**src/hdl/pfdn_pkg.sv**
```systemverilog
// ---------------------------------------------------------------------------
// pfdn_pkg: shared types and functions of the PCM downmix normalizer
// Holds the format and register codes, the frame handoff record and the
// conversion of one raw sample word into Q1.31.
// ---------------------------------------------------------------------------
`default_nettype none

package pfdn_pkg;

  // Sample format codes; codes above FMT_F32 decode as float32
  localparam logic [2:0] FMT_U8  = 3'd0;
  localparam logic [2:0] FMT_S16 = 3'd1;
  localparam logic [2:0] FMT_S24 = 3'd2;
  localparam logic [2:0] FMT_S32 = 3'd3;
  localparam logic [2:0] FMT_F32 = 3'd4;

  // Configuration register indexes
  localparam logic [7:0] CFG_IDX_FORMAT   = 8'd0;
  localparam logic [7:0] CFG_IDX_CHANNELS = 8'd1;

  // Reset values of the registers
  localparam logic [2:0] FORMAT_RESET   = FMT_S16;
  localparam logic [7:0] CHANNELS_RESET = 8'd1;

  // Widths
  localparam int SAMPLE_W = 32;
  localparam int SUM_W    = 40;
  localparam int CHAN_W   = 8;

  // Default channel limit
  localparam int MAX_CHANNELS_DEF = 255;

  // Frame handoff from the accumulator to the divider
  typedef struct packed {
    logic                    go;
    logic signed [SUM_W-1:0] sum;
    logic [CHAN_W-1:0]       divisor;
  } frame_t;

  // Convert float32 bits to Q1.31, truncating toward zero, saturating
  function automatic logic signed [SAMPLE_W-1:0] float_to_q31(input logic [31:0] bits);
    logic        neg;
    logic [7:0]  e;
    logic [23:0] mm;
    logic [7:0]  ee;
    logic [7:0]  r;
    logic [31:0] mag;
    logic [31:0] sat;
    neg = bits[31];
    e   = bits[30:23];
    mm  = {(e != 8'd0), bits[22:0]};
    ee  = (e == 8'd0) ? 8'd1 : e;
    sat = neg ? 32'h8000_0000 : 32'h7FFF_FFFF;
    mag = 32'd0;
    if (ee >= 8'd119) begin
      mag = {8'd0, mm} << (ee - 8'd119);
    end else begin
      r = 8'd119 - ee;
      mag = (r >= 8'd32) ? 32'd0 : ({8'd0, mm} >> r[4:0]);
    end
    if (e == 8'hFF) begin
      float_to_q31 = (bits[22:0] != 23'd0) ? 32'sd0 : $signed(sat);
    end else if (e >= 8'd127) begin
      float_to_q31 = $signed(sat);
    end else begin
      float_to_q31 = neg ? $signed(-mag) : $signed(mag);
    end
  endfunction

  // Left-justify one raw integer sample to Q1.31 per format; float32 is converted
  function automatic logic signed [SAMPLE_W-1:0] sample_to_q31(input logic [2:0]  fmt,
                                                               input logic [31:0] raw);
    logic signed [SAMPLE_W-1:0] q;
    unique case (fmt)
      FMT_U8:  q = $signed({~raw[7], raw[6:0], 24'd0});
      FMT_S16: q = $signed({raw[15:0], 16'd0});
      FMT_S24: q = $signed({raw[23:0], 8'd0});
      FMT_S32: q = $signed(raw);
      default: q = float_to_q31(raw);
    endcase
    sample_to_q31 = q;
  endfunction

endpackage

`default_nettype wire

```
**src/hdl/pcm_frame_downmix_normalizer.sv**
```systemverilog
// ---------------------------------------------------------------------------
// pcm_frame_downmix_normalizer: PCM byte stream to mono Q1.31 frame mean
// Assembles little-endian samples in the configured format, converts them
// to Q1.31, sums one frame of channels and emits the truncated mean.
// ---------------------------------------------------------------------------
//
//  channel   direction  payload                         handshake
//  s_axis    in         tdata: data_byte, tlast: eod    tvalid/tready
//  m_axis    out        tdata: mean_sample (Q1.31)      tvalid/tready
//  cfg       in         cfg_index, cfg_data             cfg_valid/cfg_ready
//
//  A byte that does not complete a frame leaves the input open for the next byte.
//  A byte that completes a frame starts a 40-step bit-serial divide; the
//  input stays closed until the mean enters the output register, longer if
//  the previous mean still waits in the output register.
//  Reset sets format to signed 16 and one channel; a register write drops
//  any partial sample or frame. The output register holds under m_axis_tready.
// ---------------------------------------------------------------------------
`default_nettype none

module pcm_frame_downmix_normalizer #(
  parameter int MAX_CHANNELS = pfdn_pkg::MAX_CHANNELS_DEF
) (
  input  wire logic        clk,
  input  wire logic        rst,
  input  wire logic        s_axis_tvalid,
  output logic             s_axis_tready,
  input  wire logic [7:0]  s_axis_tdata,   // [7:0] data_byte
  input  wire logic        s_axis_tlast,
  output logic             m_axis_tvalid,
  input  wire logic        m_axis_tready,
  output logic [31:0]      m_axis_tdata,   // [31:0] mean_sample
  input  wire logic        cfg_valid,
  output logic             cfg_ready,
  input  wire logic [7:0]  cfg_index,
  input  wire logic [7:0]  cfg_data
);
  import pfdn_pkg::*;

  localparam int CLAMP_INT = (MAX_CHANNELS > 255) ? 255 : MAX_CHANNELS;
  localparam logic [CHAN_W-1:0] CLAMP = CHAN_W'(CLAMP_INT);

  logic [2:0]        fmt;
  logic [CHAN_W-1:0] chan;
  logic [CHAN_W-1:0] nch;
  logic              cfg_wr;
  logic              clear;
  logic              accept;
  logic              busy;
  frame_t            frame;
  logic signed [SAMPLE_W-1:0] mean;

  assign cfg_ready     = 1'b1;
  assign cfg_wr        = cfg_valid && cfg_ready;
  assign clear         = cfg_wr && (cfg_index == CFG_IDX_FORMAT ||
                                    cfg_index == CFG_IDX_CHANNELS);
  assign s_axis_tready = !busy && !frame.go;
  assign accept        = s_axis_tvalid && s_axis_tready;
  assign m_axis_tdata  = mean;

  // Configuration registers
  always_ff @(posedge clk) begin
    if (rst) begin
      fmt  <= FORMAT_RESET;
      chan <= CHANNELS_RESET;
    end else if (cfg_wr) begin
      if (cfg_index == CFG_IDX_FORMAT) begin
        fmt <= cfg_data[2:0];
      end else if (cfg_index == CFG_IDX_CHANNELS) begin
        chan <= cfg_data;
      end
    end
  end

  // Effective channel count: zero acts as one, clamp at the limit
  always_comb begin
    if (chan == '0) begin
      nch = CHAN_W'(1);
    end else if (chan > CLAMP) begin
      nch = CLAMP;
    end else begin
      nch = chan;
    end
  end

  pfdn_accum u_accum (
    .clk         (clk),
    .rst         (rst),
    .clear       (clear),
    .fmt         (fmt),
    .nch         (nch),
    .accept      (accept),
    .data_byte   (s_axis_tdata),
    .end_of_data (s_axis_tlast),
    .frame       (frame)
  );

  pfdn_divider u_divider (
    .clk       (clk),
    .rst       (rst),
    .frame     (frame),
    .busy      (busy),
    .out_valid (m_axis_tvalid),
    .out_ready (m_axis_tready),
    .out_data  (mean)
  );

endmodule

`default_nettype wire

```
**src/hdl/pfdn_accum.sv**
```systemverilog
// ---------------------------------------------------------------------------
// pfdn_accum: byte gather and frame accumulator
// Gathers little-endian bytes into samples, converts each sample to Q1.31
// and sums the channels of a frame; hands the finished sum to the divider.
// ---------------------------------------------------------------------------
`default_nettype none

module pfdn_accum (
  input  wire logic                    clk,
  input  wire logic                    rst,
  input  wire logic                    clear,
  input  wire logic [2:0]              fmt,
  input  wire logic [pfdn_pkg::CHAN_W-1:0] nch,
  input  wire logic                    accept,
  input  wire logic [7:0]              data_byte,
  input  wire logic                    end_of_data,
  output pfdn_pkg::frame_t             frame
);
  import pfdn_pkg::*;

  logic [23:0]             gather;
  logic [1:0]              bidx;
  logic [CHAN_W-1:0]       cidx;
  logic signed [SUM_W-1:0] sum;

  logic [1:0]                 last_idx;
  logic [31:0]                raw;
  logic signed [SAMPLE_W-1:0] q;
  logic signed [SUM_W-1:0]    sum_next;
  logic                       frame_done;

  // Index of the byte that completes a sample
  always_comb begin
    unique case (fmt)
      FMT_U8:  last_idx = 2'd0;
      FMT_S16: last_idx = 2'd1;
      FMT_S24: last_idx = 2'd2;
      default: last_idx = 2'd3;
    endcase
  end

  // Merge the incoming byte and convert the completed sample
  always_comb begin
    raw        = {8'd0, gather} | ({24'd0, data_byte} << {bidx, 3'b000});
    q          = sample_to_q31(fmt, raw);
    sum_next   = sum + {{(SUM_W-SAMPLE_W){q[SAMPLE_W-1]}}, q};
    frame_done = ({1'b0, cidx} + 9'd1) >= {1'b0, nch};
  end

  // Advance gather, channel and sum state per accepted byte; hand off the frame
  always_ff @(posedge clk) begin
    if (rst) begin
      gather        <= '0;
      bidx          <= '0;
      cidx          <= '0;
      sum           <= '0;
      frame.go      <= 1'b0;
      frame.sum     <= '0;
      frame.divisor <= '0;
    end else begin
      frame.go <= 1'b0;
      if (clear) begin
        gather <= '0;
        bidx   <= '0;
        cidx   <= '0;
        sum    <= '0;
      end else if (accept) begin
        if (bidx != last_idx) begin
          gather <= raw[23:0];
          bidx   <= bidx + 2'd1;
        end else begin
          gather <= '0;
          bidx   <= '0;
          if (frame_done) begin
            frame.go      <= 1'b1;
            frame.sum     <= sum_next;
            frame.divisor <= nch;
            cidx          <= '0;
            sum           <= '0;
          end else begin
            cidx <= cidx + 1'b1;
            sum  <= sum_next;
          end
        end
        // Drop any partial sample or frame after the final byte
        if (end_of_data) begin
          gather <= '0;
          bidx   <= '0;
          cidx   <= '0;
          sum    <= '0;
        end
      end
    end
  end

endmodule

`default_nettype wire

```
**src/hdl/pfdn_divider.sv**
```systemverilog
// ---------------------------------------------------------------------------
// pfdn_divider: bit-serial signed divide and output register
// Divides the frame sum by the channel count one quotient bit per cycle,
// truncating toward zero, and holds the mean until the sink takes it.
// ---------------------------------------------------------------------------
`default_nettype none

module pfdn_divider (
  input  wire logic              clk,
  input  wire logic              rst,
  input  wire pfdn_pkg::frame_t  frame,
  output logic                   busy,
  output logic                   out_valid,
  input  wire logic              out_ready,
  output logic signed [pfdn_pkg::SAMPLE_W-1:0] out_data
);
  import pfdn_pkg::*;

  localparam int CNT_W = $clog2(SUM_W + 1);

  typedef enum logic [2:0] {
    ST_IDLE = 3'b001,
    ST_RUN  = 3'b010,
    ST_HOLD = 3'b100
  } div_state_t;

  div_state_t        state;
  logic [CNT_W-1:0]  cnt;
  logic [SUM_W-1:0]  mag;
  logic [CHAN_W-1:0] rem;
  logic [CHAN_W-1:0] dvs;
  logic              neg;

  logic [CHAN_W:0]      trial;
  logic                 qbit;
  logic [SAMPLE_W-1:0]  quot;
  logic                 out_free;

  // One restoring step: shift in the next dividend bit, try the subtract
  always_comb begin
    trial    = {rem, mag[SUM_W-1]};
    qbit     = trial >= {1'b0, dvs};
    quot     = mag[SAMPLE_W-1:0];
    out_free = !out_valid || out_ready;
  end

  assign busy = (state != ST_IDLE);

  // Sequence load, serial steps and result handoff
  always_ff @(posedge clk) begin
    if (rst) begin
      state     <= ST_IDLE;
      cnt       <= '0;
      out_valid <= 1'b0;
    end else begin
      if (out_valid && out_ready) begin
        out_valid <= 1'b0;
      end
      unique case (state)
        ST_IDLE: begin
          if (frame.go) begin
            cnt   <= CNT_W'(SUM_W);
            state <= ST_RUN;
          end
        end
        ST_RUN: begin
          cnt <= cnt - 1'b1;
          if (cnt == CNT_W'(1)) begin
            state <= ST_HOLD;
          end
        end
        ST_HOLD: begin
          if (out_free) begin
            out_valid <= 1'b1;
            state     <= ST_IDLE;
          end
        end
        default: state <= ST_IDLE;
      endcase
    end
  end

  // Datapath: magnitude shift register, remainder and result
  always_ff @(posedge clk) begin
    if (state == ST_IDLE && frame.go) begin
      neg <= frame.sum[SUM_W-1];
      mag <= frame.sum[SUM_W-1] ? SUM_W'(-frame.sum) : SUM_W'(frame.sum);
      rem <= '0;
      dvs <= frame.divisor;
    end else if (state == ST_RUN) begin
      rem <= qbit ? CHAN_W'(trial - {1'b0, dvs}) : trial[CHAN_W-1:0];
      mag <= {mag[SUM_W-2:0], qbit};
    end
    if (state == ST_HOLD && out_free) begin
      out_data <= neg ? $signed(-quot) : $signed(quot);
    end
  end

endmodule

`default_nettype wire

```
**config.mk**
```make
export PLATFORM = sky130hd
export DESIGN_NAME = pcm_frame_downmix_normalizer
export DESIGN_NICKNAME = d
export VERILOG_FILES = /design/src/hdl/pfdn_pkg.sv /design/src/hdl/pcm_frame_downmix_normalizer.sv /design/src/hdl/pfdn_accum.sv /design/src/hdl/pfdn_divider.sv
export SDC_FILE = /design/constraint.sdc
export NUM_CORES = 1
export LEC_CHECK = 0
export BUFFER_PORTS_ARGS = -buffer_cell sky130_fd_sc_hd__buf_2
export CAP_MARGIN = 40
export CORE_AREA = 2 2 216 218
export CTS_CLUSTER_SIZE = 28
export DETAILED_ROUTE_END_ITERATION = 10
export DIE_AREA = 0 0 218 220
export SLEW_MARGIN = 20
export SYNTH_ARGS = -nofsm -noshare
export SYNTH_HDL_FRONTEND = slang
export SYNTH_SLANG_ARGS = --single-unit
```
**constraint.sdc**
```tcl
create_clock -name clk -period 17.4 [get_ports clk]
set_input_delay 0.87 -clock clk [delete_from_list [all_inputs] [get_ports clk]]
set_output_delay 0.87 -clock clk [all_outputs]
set_load 0.01 [all_outputs]
```
== After elaboration in Yosys (flattened, before gate mapping) ==
Cells that the tools add are included.
Widths: inputs -> output; s select.

* Register bits after elaboration: 233
* Input port bits: 30
* Output and inout port bits: 35
* Logic and storage cells: 124

* Add/subtract/negate cells: 11
* Magnitude comparators: 6
* Equal/unequal tests: 15
* Shift operators: 3
* Muxes and demuxes: 38
* Bitwise gates (word level): 6
* Reductions and logical operators: 28

{| class="wikitable"
|+ Operator list
! cell !! number
|-
| $mux 32 || 9
|-
| $mux 40 || 6
|-
| $pmux 32 s4 || 1
|-
| $neg 32->32 || 2
|-
| $mux 8 || 7
|-
| $mux 49 || 1
|-
| $mux 24 || 2
|-
| $add 40x40->40 || 1
|-
| $neg 40->40 || 1
|-
| $or 24x32->32 || 1
|-
| $shl 24x8->32 || 1
|-
| $shl 8x5->32 || 1
|-
| $shr 24x5->32 || 1
|-
| $logic_not 8->1 || 3
|-
| $reduce_bool 23->1 || 1
|-
| $ge 9x8->1 || 2
|-
| $ge 8x7->1 const B || 2
|-
| $pmux 6 s2 || 1
|-
| $add 8x1->9 const B || 1
|-
| $eq 3x2->1 const B || 3
|-
| $mux 3 || 3
|-
| $pmux 3 s3 || 1
|-
| $add 8x1->8 const B || 1
|-
| $eq 8x1->1 const B || 1
|-
| 31 further kinds || 54
|}

== Longest topological paths before layout ==
* Depth after elaboration: 18
* Gate-level depth with buffers: 35
* Gate-level depth less buffers: 32

== By module ==
Synthesis repeated with hierarchy kept, for this count alone.

* Cell total of the unflattened synthesis: 2302
* Area total of the unflattened synthesis: 18694.2 sq um

{| class="wikitable"
|+ Modules (own cells, without submodules)
! module !! instances !! cells each !! area each (sq um) !! seq. area each (sq um)
|-
| pfdn_accum || 1 || 1704 || 12505.7 || 2462.4
|-
| pfdn_divider || 1 || 535 || 5604.1 || 2792.7
|-
| pcm_frame_downmix_normalizer || 1 || 63 || 584.3 || 220.2
|}

== Least setup slack after synthesis ==
OpenSTA, ideal clock, no wires.

* Path kind: in2reg
* From: input s_axis_tdata[2]
* To: register u_accum.frame[45] (netlist name)
* Library setup time: 0.071 ns
* Arrival time: 7.714 ns
* Required time: 17.329 ns
* Slack: 9.616 ns
* Stages on the path: 33
* Path buffers: 3
* Cells stage by stage: buf_2 nand2_1 clkinv_1 clkbuf_1 ha_1 a41o_1 a221oi_1 o41ai_1 clkbuf_1 and4_1 a221oi_2 ha_1 inv_1 nor4_2 nand3_1 and3_1 a2111oi_0 nand2_1 nand3_1 ha_1 nand4_1 nor2_1 a211o_1 o31a_1 a221o_1 a31oi_1 o21ai_0 a21o_1 a21o_1 a21oi_1 xnor2_1 nand2_1 a21oi_1

* Word-level cells in the longest chain between the ends: 15
* Elaborated cells on any way between the ends: 24
* Those cells by class: 4 x add/sub; 3 x order compare; 1 x eq/ne; 3 x shift; 9 x mux; 1 x bitwise; 3 x reduce/logical

{| class="wikitable"
|+ RTL lines
! item !! line !! RTL
|-
| from (decl) || pcm_frame_downmix_normalizer.sv:28 || <nowiki>input wire logic [7:0] s_axis_tdata,</nowiki>
|-
| $shl 8x5->32 * || pfdn_accum.sv:44 || <nowiki>raw = {8'd0, gather} | ({24'd0, data_byte} << {bidx, 3'b000});</nowiki>
|-
| $or 24x32->32 * || pfdn_accum.sv:44 ||
|-
| $logic_not 8->1 || pfdn_pkg.sv:52 || <nowiki>ee = (e == 8'd0) ? 8'd1 : e;</nowiki>
|-
| $mux 8 || pfdn_pkg.sv:52 ||
|-
| $sub 7x8->8 || pfdn_pkg.sv:58 || <nowiki>r = 8'd119 - ee;</nowiki>
|-
| $ge 8x6->1 / $shr 24x5->32 (equally long branches) || pfdn_pkg.sv:59 || <nowiki>mag = (r >= 8'd32) ? 32'd0 : ({8'd0, mm} >> r[4:0]);</nowiki>
|-
| $mux 32 || pfdn_pkg.sv:59 ||
|-
| $mux 32 || pfdn_pkg.sv:55 || <nowiki>if (ee >= 8'd119) begin</nowiki>
|-
| $mux 32 || pfdn_pkg.sv:74 || <nowiki>unique case (fmt)</nowiki>
|-
| $neg 32->32 || pfdn_pkg.sv:66 || <nowiki>float_to_q31 = neg ? $signed(-mag) : $signed(mag);</nowiki>
|-
| $mux 32 || pfdn_pkg.sv:66 ||
|-
| $mux 32 || pfdn_pkg.sv:63 || <nowiki>end else if (e >= 8'd127) begin</nowiki>
|-
| $mux 32 || pfdn_pkg.sv:61 || <nowiki>if (e == 8'hFF) begin</nowiki>
|-
| $pmux 32 s4 * || pfdn_pkg.sv:74 ||
|-
| $add 40x40->40 * || pfdn_accum.sv:46 || <nowiki>sum_next = sum + {{(SUM_W-SAMPLE_W){q[SAMPLE_W-1]}}, q};</nowiki>
|}

Mark *: on every way between the ends. The rest lies on a longest branch, timed or not. The select of a mux whose other input is x is not followed.
A chain may end at the register's enable or synchronous reset.

== Worst setup path in the final report ==
* From: register u_accum.bidx[0]
* To: register u_accum.frame[45] (netlist name)

* Word-level cells in the longest chain between the ends: 15
* Elaborated cells on any way between the ends: 29
* Those cells by class: 4 x add/sub; 3 x order compare; 2 x eq/ne; 3 x shift; 10 x mux; 3 x bitwise; 4 x reduce/logical

{| class="wikitable"
|+ RTL lines
! item !! line !! RTL
|-
| from (decl) || pfdn_accum.sv:22 || <nowiki>logic [1:0] bidx;</nowiki>
|-
| from (signal assigned) || pfdn_accum.sv:70 || <nowiki>bidx <= bidx + 2'd1;</nowiki>
|-
| $shl 8x5->32 || pfdn_accum.sv:44 ||
|-
| $or 24x32->32 || pfdn_accum.sv:44 ||
|-
| $logic_not 8->1 || pfdn_pkg.sv:52 ||
|-
| $mux 8 || pfdn_pkg.sv:52 ||
|-
| $sub 7x8->8 || pfdn_pkg.sv:58 ||
|-
| $ge 8x6->1 / $shr 24x5->32 (equally long branches) || pfdn_pkg.sv:59 ||
|-
| $mux 32 || pfdn_pkg.sv:59 ||
|-
| $mux 32 || pfdn_pkg.sv:55 ||
|-
| $mux 32 || pfdn_pkg.sv:74 ||
|-
| $neg 32->32 || pfdn_pkg.sv:66 ||
|-
| $mux 32 || pfdn_pkg.sv:66 ||
|-
| $mux 32 || pfdn_pkg.sv:63 ||
|-
| $mux 32 || pfdn_pkg.sv:61 ||
|-
| $pmux 32 s4 || pfdn_pkg.sv:74 ||
|-
| $add 40x40->40 || pfdn_accum.sv:46 ||
|}

Parallel ways exist; a longest one is shown, timed or not. The select of a mux whose other input is x is not followed.

==> metrics.csv <==
metric,value,unit
period_needed,9460,ps
synth_compound_area_share,28.4,%
setup_slack,7940,ps
viasPerCell,6.18,
synthTopCellsByArea,"dfxtp_1 17%, edfxtp_1 13%, nand2_1 6.2%",
dp.cells,2838,
slew_headroom,38.4,%
drt-initial-drc-count,2181,
grt_use_met3,3.59,%
clock_sinks,233,
rows,79,
slew_violations,0,
postSynthAreaPerCell,7.93,sq um
worst_hold_slack,428,ps
synth_seq_cells,233,
status,"complete, no violations",
synth-edff-count,81,
r2r_slack,7940,ps
synth_ff_type,dfxtp_1,
cp-start-kind,flop,
rsz0062_at_grt,no,
stdcell_count,2887,
worstPathMaxFanout,35,
crit_path_end_kind,flop,
max_stage_delay,670,ps
syn_area,18100,sq um
min_from,u_accum.frame[7]$_SDFFE_PP0P_,
fin_crit_sh,54.4,%
yosys_warnings,0,
gp_congestion,1.06,
async_reset_ff_share,0,%
drt_pass1_iterations,7,
cts_tree,done,
postSynthCellCount,2282,
slowest_stage,nor4_2,
clkTransAtPathRegs,60,ps
grt_util_met2,41.0,%
final_common_cell,nand2_1,
grt_pass1_vias,16895,
synth_top_cell_area_share,16.8,%
cp.arrival,9910,ps
fp.dieArea,48000,sq um
ant_nets,0,
path_class,reg2reg,
root_buffer,clkbuf_16,
hp-class,reg2reg,
hold_viol_final,0,
worstPathRequired,17850,ps
numPortBuffers,63,
drive_above_1_share,9.52,%
ioPinCount,65,
routed_wl,62.5,mm
finalSetupViolations,0,
rr_endpoint,u_accum.frame[45]$_SDFFE_PP0P_,
timing.rr.start,u_accum.bidx[0]$_SDFFE_PP0P_,
busiest_layer,met2,
routedWlPerCell,21.6,um
reg2reg_depth,34,
worst_pin_slew,924,ps
grt_max_degree,82,
finalClockSkew,21.9,ps
synth_nets,2379,
core_area,45900,sq um
p_leak,7.95,nW
synth_top_family_by_area,compound AO/OA/AOI/OAI gates,
die_w,218,um
drc_errors,0,
grt_use_met1,32.5,%
grt_overflow,0,
grtUsageTotal,25.7,%
synth.mux.area_fraction,5.16,%
place_hpwl,46.8,mm
synth-simple-area-share,20.7,%
antenna_found_initial,1,
ctsResizeCount,0,
regArea,5480,sq um
place_ws,7990,ps
area_growth,9.31,%
worstHoldPathCells,0,
yosys.cell_types.count,96,
cts_max_path_buffers,3,
cts_setup_buffers,0,
start_util,39.5,%
grt_pass1_wl,97.5,mm
synth_adder_area_share,4.71,%
cts_hold_buffers,0,
nets,2358,
multi_input_area,11800,sq um
clk_latency,530,ps
synth_xor_area_share,6.28,%
cellPowerDensity,69.6,nW/um^2
max_freq,106,MHz
min_to,u_divider.dvs[7]$_DFFE_PP_,
cpMostUsedCell,nand2_1,
layout_common_cells,"300 x nand2_1, 204 x a21oi_1, 180 x nor2_1",
num-fill-cells,4600,
yosysTopAreaCell,dfxtp_1,
die_h,220,um
timing.max_cap.violations,0,
vias,17848,
ir_drop,51.5,uV
numCtsBuffers,25,
fin_setup_tns,0,ps
seq_area_frac_synth,30.2,%
cts_htree_levels,1,
diodes,0,
## per-stage QoR
| stage | cell area (sq um) | power [W] | util [%] |
|---|---|---|---|
| detailed placement | 18900 | 0.000840 | 41.3 |
| CTS | 19800 | 0.00138 | 43.1 |
| finish | 19800 | 0.00138 | 43.2 |
| global route | 19800 | 0.00143 | 43.2 |
| global placement | 18800 | 0.000838 | 41.1 |
| floorplan | 18100 | 0.000762 | - |
## sequential cells by signal, summed over array words and instances, names as in the netlist
register	cells
u_divider.out_data	32
u_divider.cnt	6
u_accum.frame	49
u_accum.sum	40
fmt	3
u_accum.gather	24
u_divider.dvs	8
u_accum.cidx	8
chan	8
u_divider.neg	1
u_divider.rem	8
u_divider.state	3
u_divider.mag	40
u_divider.out_valid	1
u_accum.bidx	2
## how the worst max path moves through the flow
| stage | to | from | slack (ps) | depth (start not counted) |
|---|---|---|---|---|
| finish | u_accum.frame[45]$_SDFFE_PP0P_ | u_accum.bidx[0]$_SDFFE_PP0P_ | 7940 | 34 |
| global route | u_accum.frame[45]$_SDFFE_PP0P_ | u_accum.bidx[0]$_SDFFE_PP0P_ | 7350 | 34 |
| CTS | u_accum.frame[45]$_SDFFE_PP0P_ | u_accum.bidx[0]$_SDFFE_PP0P_ | 8150 | 34 |
| detailed placement | u_accum.frame[45]$_SDFFE_PP0P_ | s_axis_tdata[2] | 7990 | 33 |
| global placement | u_accum.frame[45]$_SDFFE_PP0P_ | s_axis_tdata[1] | 7420 | 29 |
| floorplan | u_accum.frame[45]$_SDFFE_PP0P_ | s_axis_tdata[2] | 9620 | 33 |
## cell families (layout without fill, tap and decap cells)
group,Yosys count,in the layout
compound gates,780,780
xor+xnor,129,129
fa+ha+maj,67,67
buf+inv,212,210
flops,233,233
mux,77,77
other cells,1,1
simple gates,783,783
## cell usage after synthesis (20+ instances only)
| master | instances |
|---|---|
| a211oi_1 | 34 |
| a21o_1 | 53 |
| a21oi_1 | 204 |
| a22o_1 | 49 |
| a22oi_1 | 21 |
| and3_1 | 20 |
| clkbuf_1 | 128 |
| dfxtp_1 | 152 |
| edfxtp_1 | 81 |
| ha_1 | 65 |
| inv_1 | 50 |
| mux2i_1 | 54 |
| nand2_1 | 301 |
| nand2b_1 | 20 |
| nand3_1 | 54 |
| nand4_1 | 23 |
| nor2_1 | 180 |
| nor3_1 | 38 |
| nor4_1 | 23 |
| o211ai_1 | 34 |
| o21ai_0 | 179 |
| o22ai_1 | 22 |
| o31ai_1 | 30 |
| xnor2_1 | 73 |
| xor2_1 | 55 |
## worst max-delay path: cells and delay by family, from the launching register on
| family | cells | cell delay [ps] |
|---|---|---|
| and+or+nand+nor | 12 | 2910 |
| xor gates and xnor gates | 1 | 160 |
| adders and majority gates | 2 | 790 |
| AOI/OAI and AO/OA | 15 | 3830 |
| DFF | 1 | 300 |
| buffers and inverters | 4 | 1330 |
## power breakdown
part	total (W)	switching (W)	internal, W
Sequential	0.000586	0.0000124	0.000573
Clock	0.000539	0.000220	0.000319
Combinational	0.000253	0.000169	0.0000839
## layout make-up
cell class,instances,share of cell area (%)
clock buffer,30,3.37
timing repair buffer,112,3.56
tap,607,3.84
inverter,52,0.986
sequential,233,27.7
clock inverter,16,0.828
multi-input combinational,1837,59.8
## per-layer routing
metal | wire (um) | vias up
met5 | 0 | -
met4 | 4530 | 0
met3 | 4820 | 231
met2 | 27200 | 875
met1 | 26000 | 8264
li1 | - | 8478
No activity file was read; power rests on OpenSTA's default activity.
